File: config.mk
export PLATFORM = sky130hd
export DESIGN_NAME = video_crop_sample_key_mapper_unit_flat
export DESIGN_NICKNAME = d
export VERILOG_FILES = /design/src/rtl/core/vcskm_pkg.sv /design/src/rtl/core/vcskm_chan_if.sv /design/src/rtl/core/vcskm_geom.sv /design/src/rtl/core/vcskm_div.sv /design/src/rtl/core/video_crop_sample_key_mapper_unit.sv /design/src/flat_wrapper.sv
export SDC_FILE = /design/constraint.sdc
export NUM_CORES = 1
export LEC_CHECK = 0
export ABC_AREA = 0
export BUFFER_PORTS_ARGS = -buffer_cell sky130_fd_sc_hd__buf_4
export CAP_MARGIN = 0
export CORE_AREA = 2 2 39 41
export CTS_BUF_LIST = sky130_fd_sc_hd__clkbuf_4
export DETAILED_ROUTE_END_ITERATION = 10
export DIE_AREA = 0 0 41 43
export GPL_TIMING_DRIVEN = 0
export PLACE_DENSITY = 0.53
export SLEW_MARGIN = 30
export SYNTH_ARGS = -nofsm -noshare
export SYNTH_HDL_FRONTEND = slang
export SYNTH_SLANG_ARGS = --single-unit
File: constraint.sdc
create_clock -name clock -period 0.8 [get_ports clock]
set_input_delay 0.08 -clock clock [delete_from_list [all_inputs] [get_ports clock]]
set_output_delay 0.08 -clock clock [all_outputs]
set_load 0.005 [all_outputs]
File: src/rtl/core/vcskm_pkg.sv
// Shared types and constants for the video crop, sample and key mapper.
// Used by every file of the block but vcskm_chan_if; depends on nothing.
package vcskm_pkg;

   localparam int CoordW   = 12;
   localparam int DimW     = 13;
   localparam int PctW     = 7;
   localparam int KeyW     = 11;
   localparam int ColorW   = 8;
   localparam int SumW     = 10;
   localparam int CsrIdxW  = 4;
   localparam int CsrDataW = 13;

   // percent products and exact divide by 100 through a reciprocal
   localparam int ProdW      = 20;
   localparam int RecipW     = 21;
   localparam int RecipShift = 27;
   localparam int QuotW      = 14;
   localparam logic [RecipW-1:0] RecipK = 21'd1342178;
   localparam logic [PctW-1:0] PctFull = 7'd100;

   // signed geometry width and divider shape
   localparam int GeoW      = 16;
   localparam int DivW      = 16;
   localparam int RemW      = 7;
   localparam int GeoStages = 6;
   localparam int DivStages = 4;
   localparam int DivSteps  = DivW / DivStages;
   localparam int NumStages = GeoStages + DivStages + 1;

   localparam logic [CsrIdxW-1:0] CsrBufferWidth   = 4'd0;
   localparam logic [CsrIdxW-1:0] CsrBufferHeight  = 4'd1;
   localparam logic [CsrIdxW-1:0] CsrCropLeft      = 4'd2;
   localparam logic [CsrIdxW-1:0] CsrCropRight     = 4'd3;
   localparam logic [CsrIdxW-1:0] CsrCropTop       = 4'd4;
   localparam logic [CsrIdxW-1:0] CsrCropBottom    = 4'd5;
   localparam logic [CsrIdxW-1:0] CsrKeyLevel      = 4'd6;
   localparam logic [CsrIdxW-1:0] CsrSampleSpacing = 4'd7;

   typedef struct packed {
      logic [DimW-1:0]   frame_width;
      logic [DimW-1:0]   frame_height;
      logic [CoordW-1:0] src_x;
      logic [CoordW-1:0] src_y;
      logic [ColorW-1:0] src_red;
      logic [ColorW-1:0] src_green;
      logic [ColorW-1:0] src_blue;
   } req_type;

   typedef struct packed {
      logic [CoordW-1:0] dest_x;
      logic [CoordW-1:0] dest_y;
      logic [ColorW-1:0] out_red;
      logic [ColorW-1:0] out_green;
      logic [ColorW-1:0] out_blue;
   } rsp_type;

   // buffer sizes already clamped to the maximum dimension
   typedef struct packed {
      logic [DimW-1:0]        buf_w;
      logic [DimW-1:0]        buf_h;
      logic [PctW-1:0]        crop_left;
      logic [PctW-1:0]        crop_right;
      logic [PctW-1:0]        crop_top;
      logic [PctW-1:0]        crop_bottom;
      logic signed [KeyW-1:0] key_level;
      logic [PctW-1:0]        spacing;
   } cfg_type;

   typedef struct packed {
      logic              keep;
      logic              ok_n;
      logic              neg_s;
      logic [GeoW-1:0]   dx_n;
      logic [GeoW-1:0]   dy_n;
      logic [DivW-1:0]   ddx;
      logic [DivW-1:0]   ddy;
      logic [ColorW-1:0] red;
      logic [ColorW-1:0] green;
      logic [ColorW-1:0] blue;
   } geo_type;

   typedef struct packed {
      geo_type         side;
      logic [DivW-1:0] quot_x;
      logic [DivW-1:0] quot_y;
      logic [RemW-1:0] rem_x;
      logic [RemW-1:0] rem_y;
   } div_res_type;

endpackage

File: src/rtl/core/vcskm_chan_if.sv
// Valid/ready channel carrying one beat of a packed payload.
// Payload type is set per instance; no package dependency.
interface vcskm_chan_if #(parameter type payload_type = logic) ();
   logic        valid;
   logic        ready;
   payload_type data;

   modport source (output valid, output data, input ready);
   modport sink   (input valid, input data, output ready);
endinterface

File: src/rtl/core/vcskm_geom.sv
// Front pipeline: frame/key checks, crop offsets, centering and mode terms.
// Six register stages; depends on vcskm_pkg.
module vcskm_geom (
   input  logic                               clock,
   input  vcskm_pkg::cfg_type                 cfg,
   input  logic [vcskm_pkg::GeoStages-1:0]    stage_en,
   input  vcskm_pkg::req_type                 req_data,
   output vcskm_pkg::geo_type                 geo
);

   typedef struct packed {
      logic [vcskm_pkg::CoordW-1:0] px;
      logic [vcskm_pkg::CoordW-1:0] py;
      logic [vcskm_pkg::DimW-1:0]   fw;
      logic [vcskm_pkg::DimW-1:0]   fh;
      logic [vcskm_pkg::ColorW-1:0] red;
      logic [vcskm_pkg::ColorW-1:0] green;
      logic [vcskm_pkg::ColorW-1:0] blue;
      logic                         keep;
      logic [vcskm_pkg::ProdW-1:0]  p_xoff;
      logic [vcskm_pkg::ProdW-1:0]  p_yoff;
      logic [vcskm_pkg::ProdW-1:0]  p_xt;
      logic [vcskm_pkg::ProdW-1:0]  p_yt;
      logic                         xt_neg;
      logic                         yt_neg;
   } st1_type;

   typedef struct packed {
      logic [vcskm_pkg::CoordW-1:0] px;
      logic [vcskm_pkg::CoordW-1:0] py;
      logic [vcskm_pkg::DimW-1:0]   fw;
      logic [vcskm_pkg::DimW-1:0]   fh;
      logic [vcskm_pkg::ColorW-1:0] red;
      logic [vcskm_pkg::ColorW-1:0] green;
      logic [vcskm_pkg::ColorW-1:0] blue;
      logic                         keep;
      logic [vcskm_pkg::QuotW-1:0]  xoff;
      logic [vcskm_pkg::QuotW-1:0]  yoff;
      logic [vcskm_pkg::QuotW-1:0]  xt_q;
      logic [vcskm_pkg::QuotW-1:0]  yt_q;
      logic                         xt_neg;
      logic                         yt_neg;
   } st2_type;

   typedef struct packed {
      logic [vcskm_pkg::CoordW-1:0] px;
      logic [vcskm_pkg::CoordW-1:0] py;
      logic [vcskm_pkg::ColorW-1:0] red;
      logic [vcskm_pkg::ColorW-1:0] green;
      logic [vcskm_pkg::ColorW-1:0] blue;
      logic                         keep;
      logic [vcskm_pkg::QuotW-1:0]  xoff;
      logic [vcskm_pkg::GeoW-1:0]   cw;
      logic [vcskm_pkg::GeoW-1:0]   ch;
      logic [vcskm_pkg::GeoW-1:0]   ytail;
   } st3_type;

   typedef struct packed {
      logic [vcskm_pkg::CoordW-1:0] px;
      logic [vcskm_pkg::CoordW-1:0] py;
      logic [vcskm_pkg::ColorW-1:0] red;
      logic [vcskm_pkg::ColorW-1:0] green;
      logic [vcskm_pkg::ColorW-1:0] blue;
      logic                         keep;
      logic [vcskm_pkg::GeoW-1:0]   sx;
      logic [vcskm_pkg::GeoW-1:0]   sy;
      logic [vcskm_pkg::GeoW-1:0]   minw;
      logic [vcskm_pkg::GeoW-1:0]   minh;
      logic [vcskm_pkg::GeoW-1:0]   x;
      logic [vcskm_pkg::GeoW-1:0]   y;
   } st4_type;

   function automatic logic [vcskm_pkg::QuotW-1:0] div100(
      input logic [vcskm_pkg::ProdW-1:0] p
   );
      logic [vcskm_pkg::ProdW+vcskm_pkg::RecipW-1:0] full;
      full = (vcskm_pkg::ProdW + vcskm_pkg::RecipW)'(p)
           * (vcskm_pkg::ProdW + vcskm_pkg::RecipW)'(vcskm_pkg::RecipK);
      return full[vcskm_pkg::RecipShift +: vcskm_pkg::QuotW];
   endfunction

   vcskm_pkg::req_type s0_ff;
   st1_type            s1_ff, s1_in;
   st2_type            s2_ff, s2_in;
   st3_type            s3_ff, s3_in;
   st4_type            s4_ff, s4_in;
   vcskm_pkg::geo_type s5_ff, s5_in;

   // stage 1: range and key tests, percent products
   logic [vcskm_pkg::SumW-1:0] sum1;
   logic signed [vcskm_pkg::KeyW:0] sum1_s, key1_s;
   logic [vcskm_pkg::PctW-1:0] xt_mag1, yt_mag1;

   always_comb begin
      sum1 = {2'b00, s0_ff.src_red} + {2'b00, s0_ff.src_green} + {2'b00, s0_ff.src_blue};
      sum1_s = $signed({2'b00, sum1});
      key1_s = $signed({cfg.key_level[vcskm_pkg::KeyW-1], cfg.key_level});
      xt_mag1 = (cfg.crop_right > vcskm_pkg::PctFull) ? cfg.crop_right - vcskm_pkg::PctFull
                                                      : vcskm_pkg::PctFull - cfg.crop_right;
      yt_mag1 = (cfg.crop_top > vcskm_pkg::PctFull) ? cfg.crop_top - vcskm_pkg::PctFull
                                                    : vcskm_pkg::PctFull - cfg.crop_top;
      s1_in.px     = s0_ff.src_x;
      s1_in.py     = s0_ff.src_y;
      s1_in.fw     = s0_ff.frame_width;
      s1_in.fh     = s0_ff.frame_height;
      s1_in.red    = s0_ff.src_red;
      s1_in.green  = s0_ff.src_green;
      s1_in.blue   = s0_ff.src_blue;
      s1_in.keep   = ({1'b0, s0_ff.src_x} < s0_ff.frame_width)
                  && ({1'b0, s0_ff.src_y} < s0_ff.frame_height)
                  && !(sum1_s <= key1_s);
      s1_in.p_xoff = vcskm_pkg::ProdW'(cfg.crop_left) * vcskm_pkg::ProdW'(s0_ff.frame_width);
      s1_in.p_yoff = vcskm_pkg::ProdW'(cfg.crop_bottom) * vcskm_pkg::ProdW'(s0_ff.frame_height);
      s1_in.p_xt   = vcskm_pkg::ProdW'(xt_mag1) * vcskm_pkg::ProdW'(s0_ff.frame_width);
      s1_in.p_yt   = vcskm_pkg::ProdW'(yt_mag1) * vcskm_pkg::ProdW'(s0_ff.frame_height);
      s1_in.xt_neg = cfg.crop_right > vcskm_pkg::PctFull;
      s1_in.yt_neg = cfg.crop_top > vcskm_pkg::PctFull;
   end

   // stage 2: divide the products by 100
   always_comb begin
      s2_in.px     = s1_ff.px;
      s2_in.py     = s1_ff.py;
      s2_in.fw     = s1_ff.fw;
      s2_in.fh     = s1_ff.fh;
      s2_in.red    = s1_ff.red;
      s2_in.green  = s1_ff.green;
      s2_in.blue   = s1_ff.blue;
      s2_in.keep   = s1_ff.keep;
      s2_in.xoff   = div100(s1_ff.p_xoff);
      s2_in.yoff   = div100(s1_ff.p_yoff);
      s2_in.xt_q   = div100(s1_ff.p_xt);
      s2_in.yt_q   = div100(s1_ff.p_yt);
      s2_in.xt_neg = s1_ff.xt_neg;
      s2_in.yt_neg = s1_ff.yt_neg;
   end

   // stage 3: cropped size, signed tail
   logic signed [vcskm_pkg::GeoW-1:0] fw3, fh3, xoff3, yoff3, xq3, yq3;

   always_comb begin
      fw3   = $signed({3'b000, s2_ff.fw});
      fh3   = $signed({3'b000, s2_ff.fh});
      xoff3 = $signed({2'b00, s2_ff.xoff});
      yoff3 = $signed({2'b00, s2_ff.yoff});
      xq3   = $signed({2'b00, s2_ff.xt_q});
      yq3   = $signed({2'b00, s2_ff.yt_q});
      s3_in.px    = s2_ff.px;
      s3_in.py    = s2_ff.py;
      s3_in.red   = s2_ff.red;
      s3_in.green = s2_ff.green;
      s3_in.blue  = s2_ff.blue;
      s3_in.keep  = s2_ff.keep;
      s3_in.xoff  = s2_ff.xoff;
      s3_in.cw    = s2_ff.xt_neg ? fw3 - xoff3 + xq3 : fw3 - xoff3 - xq3;
      s3_in.ch    = s2_ff.yt_neg ? fh3 - yoff3 + yq3 : fh3 - yoff3 - yq3;
      s3_in.ytail = s2_ff.yt_neg ? -yq3 : yq3;
   end

   // stage 4: centering origin, clipped size, normal-mode coordinates
   logic signed [vcskm_pkg::GeoW-1:0] bw4, bh4, cw4, ch4, dw4, dh4, sx4, sy4;

   always_comb begin
      bw4 = $signed({3'b000, cfg.buf_w});
      bh4 = $signed({3'b000, cfg.buf_h});
      cw4 = $signed(s3_ff.cw);
      ch4 = $signed(s3_ff.ch);
      dw4 = bw4 - cw4;
      dh4 = bh4 - ch4;
      // halve, truncating toward zero
      sx4 = (dw4 >>> 1) + $signed({{(vcskm_pkg::GeoW-1){1'b0}}, dw4[vcskm_pkg::GeoW-1] & dw4[0]});
      sy4 = (dh4 >>> 1) + $signed({{(vcskm_pkg::GeoW-1){1'b0}}, dh4[vcskm_pkg::GeoW-1] & dh4[0]});
      s4_in.px    = s3_ff.px;
      s4_in.py    = s3_ff.py;
      s4_in.red   = s3_ff.red;
      s4_in.green = s3_ff.green;
      s4_in.blue  = s3_ff.blue;
      s4_in.keep  = s3_ff.keep;
      s4_in.sx    = sx4;
      s4_in.sy    = sy4;
      s4_in.minw  = (bw4 < cw4) ? bw4 : cw4;
      s4_in.minh  = (bh4 < ch4) ? bh4 : ch4;
      s4_in.x     = $signed({4'b0000, s3_ff.px}) - $signed({2'b00, s3_ff.xoff});
      s4_in.y     = ch4 - 16'sd1 + $signed(s3_ff.ytail) - $signed({4'b0000, s3_ff.py});
   end

   // stage 5: normal-mode window test and destination, sample-mode deltas
   logic signed [vcskm_pkg::GeoW-1:0] x5, y5, sx5, sy5, ddx5, ddy5;

   always_comb begin
      x5   = $signed(s4_ff.x);
      y5   = $signed(s4_ff.y);
      sx5  = $signed(s4_ff.sx);
      sy5  = $signed(s4_ff.sy);
      ddx5 = $signed({4'b0000, s4_ff.px}) - sx5;
      ddy5 = $signed({4'b0000, s4_ff.py}) - sy5;
      s5_in.keep  = s4_ff.keep;
      s5_in.ok_n  = !x5[vcskm_pkg::GeoW-1] && (x5 < $signed(s4_ff.minw))
                 && !y5[vcskm_pkg::GeoW-1] && (y5 < $signed(s4_ff.minh));
      s5_in.dx_n  = x5 + ((sx5 > 16'sd0) ? sx5 : 16'sd0);
      s5_in.dy_n  = y5 + ((sy5 > 16'sd0) ? sy5 : 16'sd0);
      s5_in.ddx   = ddx5;
      s5_in.ddy   = ddy5;
      s5_in.neg_s = ddx5[vcskm_pkg::GeoW-1] || ddy5[vcskm_pkg::GeoW-1];
      s5_in.red   = s4_ff.red;
      s5_in.green = s4_ff.green;
      s5_in.blue  = s4_ff.blue;
   end

   always_ff @(posedge clock) begin
      if (stage_en[0]) s0_ff <= req_data;
      if (stage_en[1]) s1_ff <= s1_in;
      if (stage_en[2]) s2_ff <= s2_in;
      if (stage_en[3]) s3_ff <= s3_in;
      if (stage_en[4]) s4_ff <= s4_in;
      if (stage_en[5]) s5_ff <= s5_in;
   end

   assign geo = s5_ff;

endmodule

File: src/rtl/core/vcskm_div.sv
// Pipelined radix-2 restoring divider for both sample-mode deltas.
// DivStages register stages of DivSteps bits each; depends on vcskm_pkg.
module vcskm_div (
   input  logic                               clock,
   input  logic [vcskm_pkg::RemW-1:0]         divisor,
   input  logic [vcskm_pkg::DivStages-1:0]    stage_en,
   input  vcskm_pkg::geo_type                 geo_in,
   output vcskm_pkg::div_res_type             res
);

   typedef struct packed {
      logic [vcskm_pkg::RemW-1:0] rem;
      logic [vcskm_pkg::DivW-1:0] num;
   } dstate_type;

   function automatic dstate_type div_steps(
      input dstate_type                 s,
      input logic [vcskm_pkg::RemW-1:0] d
   );
      dstate_type                 r;
      logic [vcskm_pkg::RemW:0]   t;
      r = s;
      for (int i = 0; i < vcskm_pkg::DivSteps; i++) begin
         t = {r.rem, r.num[vcskm_pkg::DivW-1]};
         if (t >= {1'b0, d}) begin
            r.rem = vcskm_pkg::RemW'(t - {1'b0, d});
            r.num = {r.num[vcskm_pkg::DivW-2:0], 1'b1};
         end else begin
            r.rem = t[vcskm_pkg::RemW-1:0];
            r.num = {r.num[vcskm_pkg::DivW-2:0], 1'b0};
         end
      end
      return r;
   endfunction

   dstate_type         x_ff    [vcskm_pkg::DivStages];
   dstate_type         y_ff    [vcskm_pkg::DivStages];
   dstate_type         x_in    [vcskm_pkg::DivStages];
   dstate_type         y_in    [vcskm_pkg::DivStages];
   vcskm_pkg::geo_type side_ff [vcskm_pkg::DivStages];
   vcskm_pkg::geo_type side_in [vcskm_pkg::DivStages];

   always_comb begin
      for (int j = 0; j < vcskm_pkg::DivStages; j++) begin
         if (j == 0) begin
            x_in[j]    = div_steps({{vcskm_pkg::RemW{1'b0}}, geo_in.ddx}, divisor);
            y_in[j]    = div_steps({{vcskm_pkg::RemW{1'b0}}, geo_in.ddy}, divisor);
            side_in[j] = geo_in;
         end else begin
            x_in[j]    = div_steps(x_ff[j-1], divisor);
            y_in[j]    = div_steps(y_ff[j-1], divisor);
            side_in[j] = side_ff[j-1];
         end
      end
   end

   always_ff @(posedge clock) begin
      for (int j = 0; j < vcskm_pkg::DivStages; j++) begin
         if (stage_en[j]) begin
            x_ff[j]    <= x_in[j];
            y_ff[j]    <= y_in[j];
            side_ff[j] <= side_in[j];
         end
      end
   end

   assign res.side   = side_ff[vcskm_pkg::DivStages-1];
   assign res.quot_x = x_ff[vcskm_pkg::DivStages-1].num;
   assign res.quot_y = y_ff[vcskm_pkg::DivStages-1].num;
   assign res.rem_x  = x_ff[vcskm_pkg::DivStages-1].rem;
   assign res.rem_y  = y_ff[vcskm_pkg::DivStages-1].rem;

endmodule

File: src/rtl/core/video_crop_sample_key_mapper_unit.sv
// Top level of the video crop, sample and key mapper: registers, pipeline
// control, final test and output register. Depends on vcskm_pkg,
// vcskm_chan_if, vcskm_geom and vcskm_div.
//
// Usage:
//  req_if carries one source pixel per beat with its frame size; rsp_if
//  carries at most one destination pixel per request beat, in order.
//  Pixels outside the frame, keyed out, outside the crop window (spacing
//  zero) or off the sample grid (spacing nonzero) produce no response beat.
//  csr_wr_en/csr_index/csr_wdata write the eight setup registers; write
//  them only while the pipeline is empty.
//  Throughput: one pixel per clock while rsp_if.ready holds. A kept pixel
//  passes through eleven register stages on its way to rsp_if:
//  six for crop geometry (percent multiply, reciprocal divide by 100,
//  centering), four for the 16-bit radix-2 sample divider, one output.
//  Each stage advances when the next one is empty or moving, so bubbles
//  collapse; req_if stays ready while a response waits and a stage is empty.
//  Reset empties all stages and loads the register defaults. When the
//  receiver stalls, the response beat holds and the pipe fills, then
//  req_if.ready drops; nothing is lost or repeated.
module video_crop_sample_key_mapper_unit #(
   parameter int MAX_DIM = 4096
) (
   input  logic                              clock,
   input  logic                              reset,
   vcskm_chan_if.sink                        req_if,
   vcskm_chan_if.source                      rsp_if,
   input  logic                              csr_wr_en,
   input  logic [vcskm_pkg::CsrIdxW-1:0]     csr_index,
   input  logic [vcskm_pkg::CsrDataW-1:0]    csr_wdata
);

   localparam int Last = vcskm_pkg::NumStages - 1;
   localparam logic [vcskm_pkg::DimW+1:0] MaxDimV = (vcskm_pkg::DimW + 2)'(MAX_DIM);

   logic [vcskm_pkg::DimW-1:0]        buf_w_ff, buf_h_ff;
   logic [vcskm_pkg::PctW-1:0]        left_ff, right_ff, top_ff, bottom_ff, spacing_ff;
   logic signed [vcskm_pkg::KeyW-1:0] key_ff;

   always_ff @(posedge clock) begin
      if (reset) begin
         buf_w_ff   <= 13'd1;
         buf_h_ff   <= 13'd1;
         left_ff    <= 7'd0;
         right_ff   <= 7'd100;
         top_ff     <= 7'd100;
         bottom_ff  <= 7'd0;
         key_ff     <= -11'sd1;
         spacing_ff <= 7'd0;
      end else if (csr_wr_en) begin
         unique case (csr_index)
            vcskm_pkg::CsrBufferWidth:   buf_w_ff   <= csr_wdata;
            vcskm_pkg::CsrBufferHeight:  buf_h_ff   <= csr_wdata;
            vcskm_pkg::CsrCropLeft:      left_ff    <= csr_wdata[vcskm_pkg::PctW-1:0];
            vcskm_pkg::CsrCropRight:     right_ff   <= csr_wdata[vcskm_pkg::PctW-1:0];
            vcskm_pkg::CsrCropTop:       top_ff     <= csr_wdata[vcskm_pkg::PctW-1:0];
            vcskm_pkg::CsrCropBottom:    bottom_ff  <= csr_wdata[vcskm_pkg::PctW-1:0];
            vcskm_pkg::CsrKeyLevel:      key_ff     <= $signed(csr_wdata[vcskm_pkg::KeyW-1:0]);
            vcskm_pkg::CsrSampleSpacing: spacing_ff <= csr_wdata[vcskm_pkg::PctW-1:0];
            default: ;
         endcase
      end
   end

   vcskm_pkg::cfg_type cfg;

   always_comb begin
      cfg.buf_w       = ({2'b00, buf_w_ff} > MaxDimV) ? MaxDimV[vcskm_pkg::DimW-1:0] : buf_w_ff;
      cfg.buf_h       = ({2'b00, buf_h_ff} > MaxDimV) ? MaxDimV[vcskm_pkg::DimW-1:0] : buf_h_ff;
      cfg.crop_left   = left_ff;
      cfg.crop_right  = right_ff;
      cfg.crop_top    = top_ff;
      cfg.crop_bottom = bottom_ff;
      cfg.key_level   = key_ff;
      cfg.spacing     = spacing_ff;
   end

   // pipeline control
   logic [Last:0] valid_ff, valid_in, rdy;
   logic          keep_final;

   always_comb begin
      for (int k = Last; k >= 0; k--) begin
         if (k == Last) rdy[k] = !valid_ff[k] || rsp_if.ready;
         else           rdy[k] = !valid_ff[k] || rdy[k+1];
      end
      for (int k = 0; k <= Last; k++) begin
         if (k == 0)         valid_in[k] = req_if.valid;
         else if (k == Last) valid_in[k] = valid_ff[k-1] && keep_final;
         else                valid_in[k] = valid_ff[k-1];
      end
   end

   always_ff @(posedge clock) begin
      if (reset) begin
         valid_ff <= '0;
      end else begin
         for (int k = 0; k <= Last; k++) begin
            if (rdy[k]) valid_ff[k] <= valid_in[k];
         end
      end
   end

   assign req_if.ready = rdy[0];

   vcskm_pkg::geo_type     geo;
   vcskm_pkg::div_res_type res;

   vcskm_geom u_geom (
      .clock    (clock),
      .cfg      (cfg),
      .stage_en (rdy[vcskm_pkg::GeoStages-1:0]),
      .req_data (req_if.data),
      .geo      (geo)
   );

   vcskm_div u_div (
      .clock    (clock),
      .divisor  (spacing_ff),
      .stage_en (rdy[vcskm_pkg::GeoStages+vcskm_pkg::DivStages-1:vcskm_pkg::GeoStages]),
      .geo_in   (geo),
      .res      (res)
   );

   // final bounds test and output register
   logic [vcskm_pkg::GeoW-1:0] bw_w, bh_w;
   logic                       ok_sample, ok_normal;
   vcskm_pkg::rsp_type         rsp_ff, rsp_in;

   always_comb begin
      bw_w      = {3'b000, cfg.buf_w};
      bh_w      = {3'b000, cfg.buf_h};
      ok_sample = !res.side.neg_s && (res.rem_x == '0) && (res.rem_y == '0)
               && (res.quot_x < bw_w) && (res.quot_y < bh_w);
      ok_normal = res.side.ok_n && (res.side.dx_n < bw_w) && (res.side.dy_n < bh_w);
      keep_final = res.side.keep && ((spacing_ff != '0) ? ok_sample : ok_normal);
      rsp_in.dest_x    = (spacing_ff != '0) ? res.quot_x[vcskm_pkg::CoordW-1:0]
                                            : res.side.dx_n[vcskm_pkg::CoordW-1:0];
      rsp_in.dest_y    = (spacing_ff != '0) ? res.quot_y[vcskm_pkg::CoordW-1:0]
                                            : res.side.dy_n[vcskm_pkg::CoordW-1:0];
      rsp_in.out_red   = res.side.red;
      rsp_in.out_green = res.side.green;
      rsp_in.out_blue  = res.side.blue;
   end

   always_ff @(posedge clock) begin
      if (rdy[Last]) rsp_ff <= rsp_in;
   end

   assign rsp_if.valid = valid_ff[Last];
   assign rsp_if.data  = rsp_ff;

endmodule

File: src/flat_wrapper.sv
// flat-port wrapper written by rule: the top's interface ports become plain ports
module video_crop_sample_key_mapper_unit_flat 
#(
   parameter int MAX_DIM = 4096
)
  (clock, reset, csr_wr_en, csr_index, csr_wdata, req_if_valid, req_if_data, req_if_ready, rsp_if_valid, rsp_if_data, rsp_if_ready);
  vcskm_chan_if req_if_i ();
  vcskm_chan_if rsp_if_i ();
  input  logic clock;
  input  logic reset;
  input  logic csr_wr_en;
  input  logic [vcskm_pkg::CsrIdxW-1:0] csr_index;
  input  logic [vcskm_pkg::CsrDataW-1:0] csr_wdata;
  input wire logic [$bits(req_if_i.valid)-1:0] req_if_valid;
  input wire logic [$bits(req_if_i.data)-1:0] req_if_data;
  output wire logic [$bits(req_if_i.ready)-1:0] req_if_ready;
  output wire logic [$bits(rsp_if_i.valid)-1:0] rsp_if_valid;
  output wire logic [$bits(rsp_if_i.data)-1:0] rsp_if_data;
  input wire logic [$bits(rsp_if_i.ready)-1:0] rsp_if_ready;
  assign req_if_i.valid = req_if_valid;
  assign req_if_i.data = req_if_data;
  assign req_if_ready = req_if_i.ready;
  assign rsp_if_valid = rsp_if_i.valid;
  assign rsp_if_data = rsp_if_i.data;
  assign rsp_if_i.ready = rsp_if_ready;
  video_crop_sample_key_mapper_unit #(.MAX_DIM(MAX_DIM)) u_core (.clock(clock), .reset(reset), .req_if(req_if_i), .rsp_if(rsp_if_i), .csr_wr_en(csr_wr_en), .csr_index(csr_index), .csr_wdata(csr_wdata));
endmodule
## Word level (Yosys, flattened, before mapping)

Memory sizes are Yosys's and may differ from the RTL's.
Cells that the tools add are included.

- $add $sub $neg: 35
- Multipliers: 0
- Div/mod/pow operators: 0
- Order comparisons: 40
- Eq/ne operators: 2
- Shift operators: 0
- Muxes and demuxes: 44
- Bitwise logic cells: 0
- Reduce and logical (&&, ||, !) cells: 39

Operators by type and width:

| cell | count |
|---|---|
| 2-to-1 mux 23 bit | 32 |
| >= comparator 8 x 7 -> 1 bit | 30 |
| subtractor 7 bit | 30 |
| less-than comparator 16 x 13 -> 1 bit | 4 |
| greater-than comparator 13 bit (second input constant) | 2 |
| 2-to-1 mux 13 bit | 2 |
| subtractor 1 x 12 -> 13 bit (first input constant) | 2 |
| greater-than comparator 12 x 1 -> 1 bit (second input constant) | 2 |
| adder 1 x 13 -> 14 bit (first input constant) | 1 |
| >= comparator 1 x 7 -> 1 bit | 2 |
| zero test 7 bit | 2 |
| subtractor 1 x 7 -> 7 bit | 2 |
| zero test 1 bit | 12 |
| logical OR 1 bit | 12 |
| 2-to-1 mux 12 bit | 1 |
| 2-to-1 mux 1 bit | 9 |
| logical AND 1 bit | 8 |
| nonzero test 7 bit | 1 |
| AND reduction 2 bit | 3 |
| == test 4 x 1 -> 1 bit (second input constant) | 1 |
| == test 4 x 3 -> 1 bit (second input constant) | 1 |
| zero test 4 bit | 1 |

- Register bits after elaboration: 136
- Latch bits: 0
- RAM bits: 548
- Memory bits (read-only): 0
- Input port bits: 23
- Output and inout port bits: 3
- Word-level logic and storage cells: 191
- Memories kept: 3

Memories:

| memory | depth | bits a word | read ports | clocked after memory_dff | write ports | RTL line | RTL |
|---|---|---|---|---|---|---|---|
| u_core.u_div.side_ff | 4 | 91 | 4 | 0 | 4 | vcskm_div.sv:40 | `vcskm_pkg::geo_type side_ff [vcskm_pkg::DivStages];` |
| u_core.u_div.x_ff | 4 | 23 | 4 | 0 | 4 | vcskm_div.sv:36 | `dstate_type x_ff [vcskm_pkg::DivStages];` |
| u_core.u_div.y_ff | 4 | 23 | 4 | 0 | 4 | vcskm_div.sv:37 | `dstate_type y_ff [vcskm_pkg::DivStages];` |

## Longest topological paths before layout

- Word-level depth: 12
- Gate-level depth with buffers: 1
- Mapped depth without buffers: 0

## By module

A second synthesis with hierarchy kept.

- Cells, all modules: 9258
- Area, all modules: 104286.3 um^2

By module, submodules not included:

| module | instances | cells each | area an instance (um^2) | seq. area each (um^2) |
|---|---|---|---|---|
| vcskm_geom | 1 | 6681 | 73122.6 | 21320.4 |
| vcskm_div | 1 | 2061 | 26768.2 | 15014.4 |
| video_crop_sample_key_mapper_unit | 1 | 516 | 4395.5 | 1691.6 |

## Worst setup path before layout

OpenSTA, ideal clock, no wires.

- Path kind: flip-flop to flip-flop
- Start: mem u_core.u_div.side_ff[3][0] in the netlist's numbering
- End: reg u_core.rsp_ff, in the netlist u_core.rsp_if.data
- Library setup time: 0.111 ns
- Arrival: 0.269 ns
- Data required time: 0.689 ns
- Setup slack: 0.420 ns
- Cell stages (with the launch flop): 1
- Path buffers: 0
- Clock period less this slack: 0.380 ns
- Cells stage by stage: dfxtp_1

RTL lines:

| what | RTL line | RTL |
|---|---|---|
| from (decl) | vcskm_div.sv:40 |  |
| to (signal assigned) | video_crop_sample_key_mapper_unit.sv:147 | `if (rdy[Last]) rsp_ff <= rsp_in;` |
| to (decl) | video_crop_sample_key_mapper_unit.sv:128 | `vcskm_pkg::rsp_type rsp_ff, rsp_in;` |

## Final worst setup path

- Start: reg u_core.rsp_ff, in the netlist u_core.rsp_if.data
- End: out rsp_if_data

RTL lines:

| what | RTL line | RTL |
|---|---|---|
| to (decl) | flat_wrapper.sv:18 | `output wire logic [$bits(rsp_if_i.data)-1:0] rsp_if_data;` |

No word-level cell between the ends.

==> flow_metrics.env <==
export IMPL_worstSetupPathType="reg -> out"
export IMPL_synth_cells=15
export IMPL_r2r_cells=0
export IMPL_io_buffer_count=2
export IMPL_synth_distinct_cells=3
export IMPL_hold_path_startpoint="u_core.u_geom.geo[0]$_DFF_P_"
export IMPL_cp_slowest_cell="dfxtp_2"
export IMPL_rows=14
export IMPL_grt_start_max_net_pins=7
export IMPL_period_share_pct=95.2
export IMPL_syn_area_um2=243
export IMPL_ff2ff_setup_slack_ps=390
export IMPL_io_pins=26
export IMPL_synthArstFlopShare_pct=0
export IMPL_yosys_area_top_type="dfxtp_1"
export IMPL_coreArea_mm2=0.00138
export IMPL_clock_latency_ps=260
export IMPL_antenna_found_initial=0
export IMPL_skew_ps=5.87
export IMPL_cp_data_required_time_ps=720
export IMPL_start_kind="flop"
export IMPL_utilization_pct=23.3
export IMPL_clk_pin_slew_ps=70
export IMPL_clockBufferDepth=2
export IMPL_endpoint="rsp_if_data"
export IMPL_die_x_um=41
export IMPL_grt_pass1_vias=118
export IMPL_first_pass_iters=1
export IMPL_grt_pass1_wl_um=420
export IMPL_cts_sinks=11
export IMPL_synth_area_leaders="dfxtp_1 (91%), buf_4 (6.2%), conb_1 (3.1%)"
export IMPL_setup_violations=0
export IMPL_drc_errors=0
export IMPL_final_nets=46
export IMPL_setup_tns_ps=0
export IMPL_diodes=0
export IMPL_rsz0062_at_grt="no"
export IMPL_arrival_ps=680
export IMPL_root_buffer="clkbuf_4"
export IMPL_finish_instance_area_um2=323
export IMPL_status="finished clean"
export IMPL_finalHoldViolations=0
export IMPL_start_util_pct=17.5
export IMPL_cts_tree="yes"
export IMPL_yosys_warnings=0
export IMPL_wirelength_um=273
export IMPL_htreeDepth=1
export IMPL_vias=116
export IMPL_reg2reg_to="u_core.rsp_if.data$_DFF_P_"
export IMPL_seq_area_frac_synth_pct=90.7
export IMPL_avgSynthCellArea_um2=16.2
export IMPL_cpLargestDelayFamily="flip-flops"
export IMPL_gr_total_overflow=0
export IMPL_drt_iter0_drc=0
export IMPL_synth_commonest_cells="dfxtp_1 (11), buf_4 (2), conb_1 (2)"
export IMPL_placed_area_um2=278
export IMPL_crit_chain="buf_6"
export IMPL_drv_cap=0
export IMPL_power_density_mw_per_mm2=3100
export IMPL_avgViaCountPerCell=3.05
export IMPL_netlist_area_leader_share_pct=90.7
export IMPL_fin_crit_ps=761
export IMPL_final_max_slew_viol_count=0
export IMPL_fmax_ghz=1.31
export IMPL_yosysMostFrequentCell="dfxtp_1"
export IMPL_cp_max_fo=1
export IMPL_die_h_um=43
export IMPL_slowest_delay_ps=320
export IMPL_fp_dieArea_mm2=0.00176
export IMPL_postSynth_topFlopCell="dfxtp_1"
export IMPL_r2r_start="u_core.u_div.side_ff[3][0]$_DFF_P_"
export IMPL_synth_seq_cells=11
export IMPL_synth_edf_count=0
export IMPL_worst_ir_drop_vdd_mv=1.18
export IMPL_synth_fp_nets=38
export IMPL_crit_cells=1
export IMPL_post_drt_wl_per_cell_um=7.18
export IMPL_min_path_type="reg -> reg"
export IMPL_place_congestion=0.512
export IMPL_grt_util_all_layers_pct=4.55
export IMPL_drive_above_1_share_pct=40.9
export IMPL_power_leakage_uw=0.000142
export IMPL_antenna_left=0
export IMPL_cp_end_kind="primary output"
export IMPL_critPathLaunch="u_core.rsp_if.data$_DFF_P_"
export IMPL_path_buf_inv=1
export IMPL_syn2layout_area_growth_pct=33.0
export IMPL_cts_buffers=3
export IMPL_postCtsSetupRepairBufs=0
==> worst min-delay path by stage <==
stage | end | slack, ps | depth (start not counted)
CTS | u_core.u_div.side_ff[0][0]$_DFF_P_ | 330 | 0
floorplan | u_core.u_geom.s0_ff[0]$_DFF_P_ | 110 | 0
detailed placement | u_core.u_geom.s0_ff[0]$_DFF_P_ | 190 | 1
global placement | u_core.u_geom.s0_ff[0]$_DFF_P_ | 190 | 1
finish | u_core.u_div.side_ff[0][0]$_DFF_P_ | 320 | 0
global route | u_core.u_geom.s1_ff[83]$_DFF_P_ | 340 | 0
==> cells by family after synthesis <==
logic type / count (synthesis) / share of synthesized area (%)
flops: 11 / 90.7
buf+inv: 2 / 6.18
other cells: 2 / 3.09
==> cells in the final DEF (no fill, tap or decap) <==
cell,instances
dlygate4sd3_1,1
buf_4,3
buf_6,1
dfxtp_1,10
clkbuf_4,4
dfxtp_2,1
conb_1,2
==> power breakdown <==
| part | internal [µW] | leakage, µW | switching (µW) |
|---|---|---|---|
| clock | 226 | 0.0000184 | 168 |
| combinational | 16.8 | 0.0000311 | 5.96 |
| sequential | 578 | 0.0000928 | 6.67 |
==> metrics by stage <==
step	hold WS, ps	setup WS [ps]	total power, µW	instances
floorplan	108	420	603	15
global placement	185	319	612	33
detailed placement	185	322	613	33
CTS	330	24.1	1020	38
global route	335	5.96	1050	38
finish	324	38.6	1000	38
==> per-layer routing <==
layer / track usage [%] / vias up / wire length, µm
li1: - / 53 / -
met1: 1.64 / 56 / 96
met2: 6.88 / 7 / 134
met3: 6.28 / 0 / 42
met4: 4.00 / 0 / 0
met5: 0 / - / 0
==> flip-flops by register name, indices dropped and copies added (netlist names) <==
register	flops
u_core.rsp_if.data	1
u_core.u_div.side_ff	4
u_core.u_geom.geo	1
u_core.u_geom.s0_ff	1
u_core.u_geom.s1_ff	1
u_core.u_geom.s2_ff	1
u_core.u_geom.s3_ff	1
u_core.u_geom.s4_ff	1
==> area by class of cell <==
type / count / area (µm²)
Sequential cell: 11 / 221
Clock buffer: 4 / 30.0
Timing Repair Buffer: 3 / 28.8
Multi-Input combinational cell: 2 / 7.51
Tap cell: 16 / 20.0
Buffer: 2 / 15.0
Fill cell: 149 / 1060
==> repair_timing <==
action,CTS,global route
resized for setup,0,2
hold buffers,1,0
endpoints found under the setup margin,0,1
endpoints found under the hold margin,1,0
Note: power is estimated with default switching activity, not from simulation.
